$ cat src/hw/rtl/mh3_pkg.sv
package mh3_pkg;

  localparam int QUEUE_DEPTH_DEFAULT = 4;

  localparam logic [31:0] MIX_C1  = 32'hcc9e2d51;
  localparam logic [31:0] MIX_C2  = 32'h1b873593;
  localparam logic [31:0] MIX_ADD = 32'he6546b64;
  localparam logic [31:0] FIN_M1  = 32'h85ebca6b;
  localparam logic [31:0] FIN_M2  = 32'hc2b2ae35;

  localparam logic [2:0] FULL_COUNT = 3'd4;

  typedef enum logic [1:0] {
    KIND_FULL,
    KIND_TAIL,
    KIND_EMPTY,
    KIND_ERROR
  } kind_t;

  typedef struct packed {
    logic [31:0] key;
    kind_t       kind;
    logic [2:0]  count;
    logic        last;
  } qent_t;

  function automatic logic [31:0] rotl(input logic [31:0] v, input int amount);
    rotl = (v << amount) | (v >> (32 - amount));
  endfunction

endpackage

$ cat src/hw/rtl/murmur3_32_stream_hash_unit.sv
// MurmurHash3 x86_32 over a streamed key.
// Input channel s_axis: one little-endian key word per transfer, byte count
// in tdata, tlast on the final word. A short non-last word, or a count over
// four, ends the message with an error result (hash 0, tuser set).
// Output channel m_axis: one result per message, hash in tdata.
// Config channel cfg: one write sets the seed, used from the next message;
// write only while the unit is idle.
// Throughput: one key word per cycle. The front end scrambles the key words
// through two multiplier stages, s1 and s2; the back end accumulator loop
// is combinational around its register; finalization is registered in f0,
// f1, f2 and the output register, which drives m_axis_tvalid. Reset clears the
// valid flags, queue pointers and count, accumulator and length, and the
// seed to 0. When m_axis stalls, the result holds in the output register;
// the finalizer, queue and front end fill until s_axis_tready drops.
module murmur3_32_stream_hash_unit #(
  parameter int QUEUE_DEPTH = mh3_pkg::QUEUE_DEPTH_DEFAULT
) (
  input  logic        clk,
  input  logic        rst,
  input  logic        s_axis_tvalid,
  output logic        s_axis_tready,
  input  logic [39:0] s_axis_tdata,  // data_word[31:0], byte_count[34:32], zero pad
  input  logic        s_axis_tlast,
  output logic        m_axis_tvalid,
  input  logic        m_axis_tready,
  output logic [31:0] m_axis_tdata,  // hash_value[31:0]
  output logic [0:0]  m_axis_tuser,  // length_error[0]
  input  logic        cfg_valid,
  output logic        cfg_ready,
  input  logic [31:0] cfg_data
);
  import mh3_pkg::*;

  logic [31:0] seed;
  qent_t       f_ent;
  logic        f_ent_valid;
  logic        f_ent_ready;
  qent_t       q_ent;
  logic        q_ent_valid;
  logic        q_ent_ready;

  assign cfg_ready = 1'b1;

  always_ff @(posedge clk) begin
    if (rst) begin
      seed <= '0;
    end else if (cfg_valid) begin
      seed <= cfg_data;
    end
  end

  mh3_front u_front (
    .clk        (clk),
    .rst        (rst),
    .in_valid   (s_axis_tvalid),
    .in_ready   (s_axis_tready),
    .data_word  (s_axis_tdata[31:0]),
    .byte_count (s_axis_tdata[34:32]),
    .last_word  (s_axis_tlast),
    .ent_valid  (f_ent_valid),
    .ent_ready  (f_ent_ready),
    .ent        (f_ent)
  );

  mh3_queue #(
    .DEPTH (QUEUE_DEPTH)
  ) u_queue (
    .clk        (clk),
    .rst        (rst),
    .push_valid (f_ent_valid),
    .push_ready (f_ent_ready),
    .push_data  (f_ent),
    .pop_valid  (q_ent_valid),
    .pop_ready  (q_ent_ready),
    .pop_data   (q_ent)
  );

  mh3_back u_back (
    .clk          (clk),
    .rst          (rst),
    .seed         (seed),
    .ent_valid    (q_ent_valid),
    .ent_ready    (q_ent_ready),
    .ent          (q_ent),
    .out_valid    (m_axis_tvalid),
    .out_ready    (m_axis_tready),
    .hash_value   (m_axis_tdata),
    .length_error (m_axis_tuser[0])
  );

endmodule

$ cat src/hw/rtl/mh3_front.sv
module mh3_front (
  input  logic             clk,
  input  logic             rst,
  input  logic             in_valid,
  output logic             in_ready,
  input  logic [31:0]      data_word,
  input  logic [2:0]       byte_count,
  input  logic             last_word,
  output logic             ent_valid,
  input  logic             ent_ready,
  output mh3_pkg::qent_t   ent
);
  import mh3_pkg::*;

  logic        s1_valid;
  logic [31:0] s1_prod;
  kind_t       s1_kind;
  logic [2:0]  s1_count;
  logic        s1_last;

  logic        s2_valid;
  qent_t       s2_ent;

  logic        adv1;
  logic        adv2;
  kind_t       kind;
  logic [31:0] mask;
  logic [31:0] masked;
  logic [31:0] prod1;
  logic [31:0] prod2;

  assign adv2     = !s2_valid || ent_ready;
  assign adv1     = !s1_valid || adv2;
  assign in_ready = adv1;

  always_comb begin
    priority if ((!last_word && byte_count != FULL_COUNT) || byte_count > FULL_COUNT) begin
      kind = KIND_ERROR;
    end else if (byte_count == FULL_COUNT) begin
      kind = KIND_FULL;
    end else if (byte_count == 3'd0) begin
      kind = KIND_EMPTY;
    end else begin
      kind = KIND_TAIL;
    end
  end

  always_comb begin
    unique case (byte_count)
      3'd1:    mask = 32'h0000_00ff;
      3'd2:    mask = 32'h0000_ffff;
      3'd3:    mask = 32'h00ff_ffff;
      default: mask = 32'hffff_ffff;
    endcase
  end

  assign masked = data_word & mask;
  assign prod1  = masked * MIX_C1;
  assign prod2  = rotl(s1_prod, 15) * MIX_C2;

  always_ff @(posedge clk) begin
    if (rst) begin
      s1_valid <= 1'b0;
      s2_valid <= 1'b0;
    end else begin
      if (adv1) begin
        s1_valid <= in_valid;
      end
      if (adv2) begin
        s2_valid <= s1_valid;
      end
    end
  end

  always_ff @(posedge clk) begin
    if (adv1 && in_valid) begin
      s1_prod  <= prod1;
      s1_kind  <= kind;
      s1_count <= byte_count;
      s1_last  <= last_word;
    end
    if (adv2 && s1_valid) begin
      s2_ent.key   <= prod2;
      s2_ent.kind  <= s1_kind;
      s2_ent.count <= s1_count;
      s2_ent.last  <= s1_last;
    end
  end

  assign ent_valid = s2_valid;
  assign ent       = s2_ent;

endmodule

$ cat src/hw/rtl/mh3_queue.sv
module mh3_queue #(
  parameter int DEPTH = mh3_pkg::QUEUE_DEPTH_DEFAULT
) (
  input  logic           clk,
  input  logic           rst,
  input  logic           push_valid,
  output logic           push_ready,
  input  mh3_pkg::qent_t push_data,
  output logic           pop_valid,
  input  logic           pop_ready,
  output mh3_pkg::qent_t pop_data
);
  import mh3_pkg::*;

  localparam int PW = $clog2(DEPTH);
  localparam int CW = $clog2(DEPTH + 1);
  localparam logic [PW-1:0] LAST_PTR = PW'(DEPTH - 1);
  localparam logic [CW-1:0] FULL_CNT = CW'(DEPTH);

  qent_t         slots [DEPTH];
  logic [PW-1:0] wr_ptr;
  logic [PW-1:0] rd_ptr;
  logic [CW-1:0] count;
  logic          do_push;
  logic          do_pop;

  assign push_ready = count != FULL_CNT;
  assign pop_valid  = count != '0;
  assign do_push    = push_valid && push_ready;
  assign do_pop     = pop_valid && pop_ready;
  assign pop_data   = slots[rd_ptr];

  always_ff @(posedge clk) begin
    if (rst) begin
      wr_ptr <= '0;
      rd_ptr <= '0;
      count  <= '0;
    end else begin
      if (do_push) begin
        wr_ptr <= (wr_ptr == LAST_PTR) ? '0 : wr_ptr + 1'b1;
      end
      if (do_pop) begin
        rd_ptr <= (rd_ptr == LAST_PTR) ? '0 : rd_ptr + 1'b1;
      end
      if (do_push && !do_pop) begin
        count <= count + 1'b1;
      end else if (do_pop && !do_push) begin
        count <= count - 1'b1;
      end
    end
  end

  always_ff @(posedge clk) begin
    if (do_push) begin
      slots[wr_ptr] <= push_data;
    end
  end

endmodule

$ cat src/hw/rtl/mh3_back.sv
module mh3_back (
  input  logic           clk,
  input  logic           rst,
  input  logic [31:0]    seed,
  input  logic           ent_valid,
  output logic           ent_ready,
  input  mh3_pkg::qent_t ent,
  output logic           out_valid,
  input  logic           out_ready,
  output logic [31:0]    hash_value,
  output logic           length_error
);
  import mh3_pkg::*;

  logic        in_msg;
  logic [31:0] acc;
  logic [31:0] len;

  logic        f0_valid;
  logic [31:0] f0_x;
  logic        f0_err;
  logic        f1_valid;
  logic [31:0] f1_y;
  logic        f1_err;
  logic        f2_valid;
  logic [31:0] f2_z;
  logic        f2_err;
  logic        o_valid;
  logic [31:0] o_hash;
  logic        o_err;

  logic        adv0;
  logic        adv1;
  logic        adv2;
  logic        adv_o;
  logic        pop;
  logic        is_err;
  logic        closes;
  logic [31:0] base_h;
  logic [31:0] base_len;
  logic [31:0] rot_h;
  logic [31:0] acc_next;
  logic [31:0] len_next;

  assign adv_o     = !o_valid || out_ready;
  assign adv2      = !f2_valid || adv_o;
  assign adv1      = !f1_valid || adv2;
  assign adv0      = !f0_valid || adv1;
  assign ent_ready = adv0;
  assign pop       = ent_valid && adv0;

  assign is_err   = ent.kind == KIND_ERROR;
  assign closes   = is_err || ent.last;
  assign base_h   = in_msg ? acc : seed;
  assign base_len = in_msg ? len : 32'd0;
  assign rot_h    = rotl(base_h ^ ent.key, 13);
  assign len_next = base_len + {29'd0, ent.count};

  always_comb begin
    unique case (ent.kind)
      KIND_FULL:  acc_next = (rot_h << 2) + rot_h + MIX_ADD;
      KIND_TAIL:  acc_next = base_h ^ ent.key;
      KIND_EMPTY: acc_next = base_h;
      KIND_ERROR: acc_next = base_h;
      default:    acc_next = base_h;
    endcase
  end

  always_ff @(posedge clk) begin
    if (rst) begin
      in_msg   <= 1'b0;
      acc      <= '0;
      len      <= '0;
      f0_valid <= 1'b0;
      f1_valid <= 1'b0;
      f2_valid <= 1'b0;
      o_valid  <= 1'b0;
    end else begin
      if (pop) begin
        in_msg <= !closes;
        acc    <= acc_next;
        len    <= len_next;
      end
      if (adv0) begin
        f0_valid <= pop && closes;
      end
      if (adv1) begin
        f1_valid <= f0_valid;
      end
      if (adv2) begin
        f2_valid <= f1_valid;
      end
      if (adv_o) begin
        o_valid <= f2_valid;
      end
    end
  end

  always_ff @(posedge clk) begin
    if (pop && closes) begin
      f0_x   <= acc_next ^ len_next;
      f0_err <= is_err;
    end
    if (adv1 && f0_valid) begin
      f1_y   <= (f0_x ^ (f0_x >> 16)) * FIN_M1;
      f1_err <= f0_err;
    end
    if (adv2 && f1_valid) begin
      f2_z   <= (f1_y ^ (f1_y >> 13)) * FIN_M2;
      f2_err <= f1_err;
    end
    if (adv_o && f2_valid) begin
      o_hash <= f2_err ? 32'd0 : (f2_z ^ (f2_z >> 16));
      o_err  <= f2_err;
    end
  end

  assign out_valid    = o_valid;
  assign hash_value   = o_hash;
  assign length_error = o_err;

endmodule
$ cat config.mk
export PLATFORM = sky130hd
export DESIGN_NAME = murmur3_32_stream_hash_unit
export DESIGN_NICKNAME = d
export VERILOG_FILES = /design/src/hw/rtl/mh3_pkg.sv /design/src/hw/rtl/murmur3_32_stream_hash_unit.sv /design/src/hw/rtl/mh3_front.sv /design/src/hw/rtl/mh3_queue.sv /design/src/hw/rtl/mh3_back.sv
export SDC_FILE = /design/constraint.sdc
export NUM_CORES = 2
export LEC_CHECK = 0
export ABC_AREA = 0
export ABC_CLOCK_PERIOD_IN_PS = 11600
export BUFFER_PORTS_ARGS = -buffer_cell sky130_fd_sc_hd__buf_2
export CELL_PAD_IN_SITES_DETAIL_PLACEMENT = 1
export CELL_PAD_IN_SITES_GLOBAL_PLACEMENT = 1
export CORE_UTILIZATION = 47
export DETAILED_ROUTE_END_ITERATION = 8
export GPL_TIMING_DRIVEN = 0
export PLACE_DENSITY_LB_ADDON = 0.1
export SLEW_MARGIN = 20
export SYNTH_ARGS = -nofsm -noshare
export SYNTH_HDL_FRONTEND = slang
export SYNTH_SLANG_ARGS = --single-unit
$ cat constraint.sdc
create_clock -name clk -period 11.6 [get_ports clk]
set_input_delay 2.32 -clock clk [delete_from_list [all_inputs] [get_ports clk]]
set_output_delay 2.32 -clock clk [all_outputs]
set_load 0.05 [all_outputs]
* Yosys cells after proc, flatten, opt, wreduce, memory -nomap -nowiden
Memories as Yosys holds them, arrays and structs flattened. A register that Yosys moved wholly into a read port is not among the register bits.
Index checks and enable logic that the tools add are counted.
** Word-level totals
- Bits of input ports :: 78
- Flip-flop bits (word level) :: 318
- Memory bits (writable) :: 152
- Word-level logic and storage cells :: 109
- Memories kept :: 1
- Output and inout port bits :: 36
** Operators by class
- Order comparisons :: 1
- $add $sub $neg :: 7
- Bitwise gates (word level) :: 8
- Mux-type cells :: 14
- $mul :: 4
- Reduce and logical (&&, ||, !) cells :: 34
- Eq/ne operators :: 11
** Memory list
- u_queue.slots :: depth 4, width 38, rd ports 1, clocked after memory_dff 1, wr ports 1, RTL line mh3_queue.sv:20 : qent_t slots [DEPTH];
** Operators by type and width (number)
- 32-bit one-hot mux with 3 select lines :: 2
- 32-bit by 31-bit multiplier with 32-bit output, second input constant :: 2
- 32-bit 2-to-1 mux :: 2
- 32-bit by 16-bit bitwise XOR with 32-bit output :: 2
- 32-bit bitwise XOR :: 2
- 32-bit by 3-bit adder with 32-bit output :: 1
- 32-bit adder :: 1
- 32-bit adder, second input constant :: 1
- 32-bit AND :: 1
- 32-bit by 29-bit multiplier with 32-bit output, second input constant :: 1
- 32-bit by 32-bit multiplier with 32-bit output, second input constant :: 1
- 32-bit by 13-bit OR with 32-bit output :: 1
- 32-bit by 15-bit OR with 32-bit output :: 1
- 32-bit by 19-bit bitwise XOR with 32-bit output :: 1
- 2-bit 2-to-1 mux :: 6
- 1-bit logical AND :: 11
- 1-bit zero test :: 10
- 2-bit == test, second input constant :: 4
- 1-bit logical OR :: 8
- 3-bit by 2-bit == test with 1-bit output, second input constant :: 2
- 3-bit 2-to-1 mux :: 2
- 3-bit inequality test, second input constant :: 2
- 2-bit by 1-bit adder with 2-bit output, second input constant :: 2
- 3-bit by 1-bit adder with 3-bit output, second input constant :: 1
- other kinds (11) :: 12

* Longest topological paths before layout
- Depth in word-level cells :: 9
- Mapped depth :: 26
- Mapped depth without buffers :: 26

* Cells and area by module
From an unflattened synthesis, not the netlist that was laid out.
** Unflattened totals
- Cell total of the unflattened synthesis :: 5198
- Area total of the unflattened synthesis :: 55414.4 um^2
** Modules (own cells, without submodules)
- mh3_back :: instances 1, area each 29374.4 um^2, cells each 2978, sequential area each 5345.1 um^2
- mh3_front :: instances 1, area each 18915.6 um^2, cells each 1869, sequential area each 2322.2 um^2
- mh3_queue :: instances 1, area each 5949.5 um^2, cells each 246, sequential area each 4744.6 um^2
- murmur3_32_stream_hash_unit :: instances 1, area each 1174.9 um^2, cells each 105, sequential area each 640.6 um^2

* Worst setup path after synthesis
Ideal clock, no wire load.
- Kind :: input to register
- Start :: input port s_axis_tdata[33]
- End :: register u_front.s1_prod[30], data pin
- Data arrival time :: 8.957 ns
- Stages on the path :: 24
- Path buffers :: 1
- Library setup time :: 0.258 ns
- Path slack :: 2.385 ns
- Data required time :: 11.342 ns
- Cells stage by stage :: or3b_2 -> clkbuf_1 -> and2_1 -> ha_1 -> xor2_1 -> ha_1 -> a21o_1 -> fa_1 -> inv_1 -> fa_1 -> inv_1 -> fa_1 -> fa_1 -> fa_1 -> ha_1 -> ha_1 -> and2_1 -> a22o_1 -> or2_2 -> a311o_1 -> a2111o_1 -> a31o_1 -> a21oi_2 -> xnor2_1
** Between the ends
- Word-level cells in the longest chain between the ends :: 4
** RTL lines
- start: declaration :: RTL line murmur3_32_stream_hash_unit.sv:22 : input logic [39:0] s_axis_tdata,
- 3-bit by 2-bit == test with 1-bit output / 3-bit by 1-bit == test with 1-bit output (equally long branches) :: RTL line mh3_front.sv:49 : unique case (byte_count)
- 32-bit one-hot mux with 3 select lines (*) :: RTL line mh3_front.sv:49
- 32-bit AND (*) :: RTL line mh3_front.sv:57 : assign masked = data_word & mask;
- 32-bit by 31-bit multiplier with 32-bit output (*) :: RTL line mh3_front.sv:58 : assign prod1 = masked * MIX_C1;
- net u_front.prod1[30] :: RTL line mh3_front.sv:29 : logic [31:0] prod1;
- end signal: assignment :: RTL line mh3_front.sv:77 : s1_prod <= prod1;
- end: declaration :: RTL line mh3_front.sv:16 : logic [31:0] s1_prod;
The timed path passes the listed nets; every way through them passes the cells marked *.
A chain may end at the register's enable or synchronous reset.

* Worst setup path after layout
- Start :: input port s_axis_tdata[34]
- End :: register u_front.s1_prod[30], data pin
Same word-level chain as after synthesis.

==> results.yml <==
run_status:
  status: "finished clean"
sta:
  final.setup_skew_ns: 0.07657
  fmax_mhz: 104.8
  hold_violations: 0
  setup_viol: 0
  finalSetupTns_ns: 0
  layout_min_cycle_time_ns: 9.543
  rsz0062_at_grt: "false"
  period_share_pct: 82.27
  slew_viol_final: 0
  worstMarginPinSlew_ns: 1.140
  relSlewSlack_pct: 23.73
floorplan:
  die_h_um: 342.7
  initial_core_util_pct: 47.59
  die_w_um: 342.7
  dieArea_um2: 117500
  core_area_um2: 114700
  num_rows: 124
  num_io_pins: 114
synth:
  synth-edff-count: 360
  avgSynthCellArea_um2: 10.84
  synth.net_count: 6668
  synthArstFlopShare_pct: 0
  yosysSeqAreaShare_pct: 23.92
  synth_top_flop_cell: "edfxtp_1"
  yosysWarnings: 0
  postSynthCellCount: 5034
  synth_seq_cells: 472
  synth.distinct_cells: 87
  syn_area_um2: 54560
finish:
  mostFrequentLayoutCell: "inv_1"
  nNetsFinal: 6842
  drive_gt1_share_pct: 5.900
  synthToLayoutAreaGrowth_pct: 8.519
  most-common-layout-cells: "inv_1 (1259), ha_1 (823), fa_1 (733)"
setup_path:
  endpoint_kind: "register"
  path_buf_inv: 4
  cp.depth: 25
  cp_slowest_stage_delay_ns: 0.57
  worstSetupPathType: "input pin to register"
  startpoint_type: "input pin"
  arrival_ns: 9.89
  cp_max_fo: 10
  crit_family: "adder cells"
  rr_worst_depth: 22
  critical_path.most_common_cell: "fa_1"
  slowest_stage: "fa_1"
  cp.required_ns: 11.94
clock_tree:
  cts_tree: "yes"
  cts_resized: 0
  clockBufferDepth: 3
  clkSinkCount: 472
  cts_setup_buffers: 0
  clkTransAtPathRegs_ns: 0.08
  cts_root_buf: "clkbuf_16"
  clk_latency_ns: 0.68
  htree_num_levels: 2
  numCtsBuffers: 55
  ctsHoldBuffers: 0
grt:
  grt_pass1_wl_mm: 237.1
  grt_pass1_vias: 39440
  grt.overflow.total: 0
  grt_max_degree: 32
  grt-busiest-layer: "met2"
  track_usage_pct: 26.84
  antenna_found_initial: 5
  use_met1_pct: 35.74
  grt_util_met3_pct: 2.394
  met2_usage_pct: 47.03
placement:
  gp_congestion: 0.9077
  io_buffers: 105
  place_hpwl_mm: 131.6
routing:
  vias_per_cell: 5.280
  drt_iter0_markers: 1782
  via_count: 35730
  ant_nets: 0
  wl_per_cell_um: 22.65
  route.detailed.drc: 0
  dr.pass1.iters: 5
  drt_wl_total_mm: 153.3
flow_run:
  maxCapViolations: 0
worst_hold_path:
  hp-class: "register to register"
  worstHoldPathCells: 0
==> through the flow <==
step	instance area, um2	std cells	hold slack (ns)	util, %	setup slack (ns)
floorplan	54560	5034	0.4003	-	2.385
global placement	56980	6651	0.4023	49.69	1.425
detailed placement	57340	6663	0.4063	50.01	1.386
CTS	59200	6766	0.4050	51.63	2.030
global route	59210	6766	0.4245	51.64	1.824
finish	59210	6767	0.4036	51.64	2.057
==> state kept, by name, summed over array words and instances (netlist names), 2 cells and up, named ones only <==
name / cells
u_back.f0_x: 32
u_back.len: 32
u_queue.count: 3
u_back.f2_z: 32
u_front.s1_kind: 2
u_front.ent: 38
u_back.acc: 32
u_front.s1_count: 3
u_front.s1_prod: 32
u_back.hash_value: 32
u_queue.wr_ptr: 2
u_back.f1_y: 32
u_queue.rd_ptr: 2
u_queue.slots: 152
seed: 32
==> synthesized netlist by cell type, types with 12 or more instances <==
master / n / area (um2)
inv_1: 1259 / 4726
ha_1: 823 / 10300
fa_1: 733 / 14670
edfxtp_1: 360 / 10810
xnor2_1: 291 / 2549
nor2_1: 249 / 934.7
nand2_1: 163 / 611.8
a21oi_1: 140 / 700.7
dfxtp_1: 112 / 2242
xor2_1: 109 / 954.7
o21ai_0: 93 / 465.5
mux2i_1: 79 / 790.8
a21o_1: 51 / 382.9
clkbuf_1: 50 / 187.7
mux4_2: 36 / 810.8
nand3_1: 36 / 180.2
nor2b_1: 34 / 212.7
nor3_1: 27 / 135.1
and3_1: 25 / 156.4
a22oi_1: 23 / 172.7
a211oi_1: 22 / 165.2
o21a_1: 22 / 165.2
and2_1: 21 / 131.4
o21bai_1: 21 / 157.7
a31oi_1: 18 / 112.6
buf_1: 16 / 60.06
nand2b_1: 16 / 100.1
nor3b_1: 16 / 120.1
nand4_1: 13 / 81.33
buf_2: 12 / 60.06
==> path summary, 6_finish.rpt <==
| kind | start | endpoint | slack [ns] |
|---|---|---|---|
| setup reg to reg | u_back.f0_x[26]$_DFFE_PP_ | u_back.f1_y[31]$_DFFE_PP_ | 3.74 |
| setup / recovery | s_axis_tdata[34] | u_front.s1_prod[30]$_DFFE_PP_ | 2.06 |
| hold reg to reg | u_back.f0_err$_DFFE_PP_ | u_back.f1_err$_DFFE_PP_ | 0.40 |
| hold / removal | u_back.f0_err$_DFFE_PP_ | u_back.f1_err$_DFFE_PP_ | 0.40 |
==> layer usage <==
layer / part of all wire [%] / up-vias
li1: - / 16480
met5: 0.023 / -
met4: 2.6 / 6
met1: 44 / 18540
met3: 3.1 / 167
met2: 50 / 539
==> worst reg2reg max path, stage by stage (launching register included) <==
cell      delay (ns)
edfxtp_1        0.56
xor2_1          0.80
inv_1           0.29
fa_1            0.61
inv_1           0.07
fa_1            0.52
fa_1            0.44
fa_1            0.55
inv_1           0.07
fa_1            0.54
inv_1           0.06
fa_1            0.46
fa_1            0.52
fa_1            0.42
ha_1            0.34
a21o_1          0.18
a21oi_1         0.22
o21bai_1        0.10
a21oi_1         0.22
o21ai_1         0.10
a21oi_1         0.23
o21ai_1         0.12
xnor2_1         0.15
==> cell type report <==
type	count	area, um2
Fill cell	12480	55450
Multi-Input combinational cell	3221	36550
Sequential cell	472	13050
Inverter	1260	4730
Tap cell	1512	1892
Clock buffer	69	1514
Timing Repair Buffer	117	785.8
Clock inverter	34	349.1
Buffer	81	331.6
Antenna cell	1	2.502
==> logic make-up after synthesis <==
group                      share of synthesized area, %
buffers and inverters                             9.274
AOI/OAI and AO/OA                                 5.862
and+or+nand+nor                                   5.479
other                                          0.006873
xor gates and xnor gates                          6.462
adders and majority gates                         45.77
muxes                                             3.224
DFF                                               23.92
Power is not shown: default switching activity piles up to over one toggle a cycle in this logic, so the estimate is an artifact.
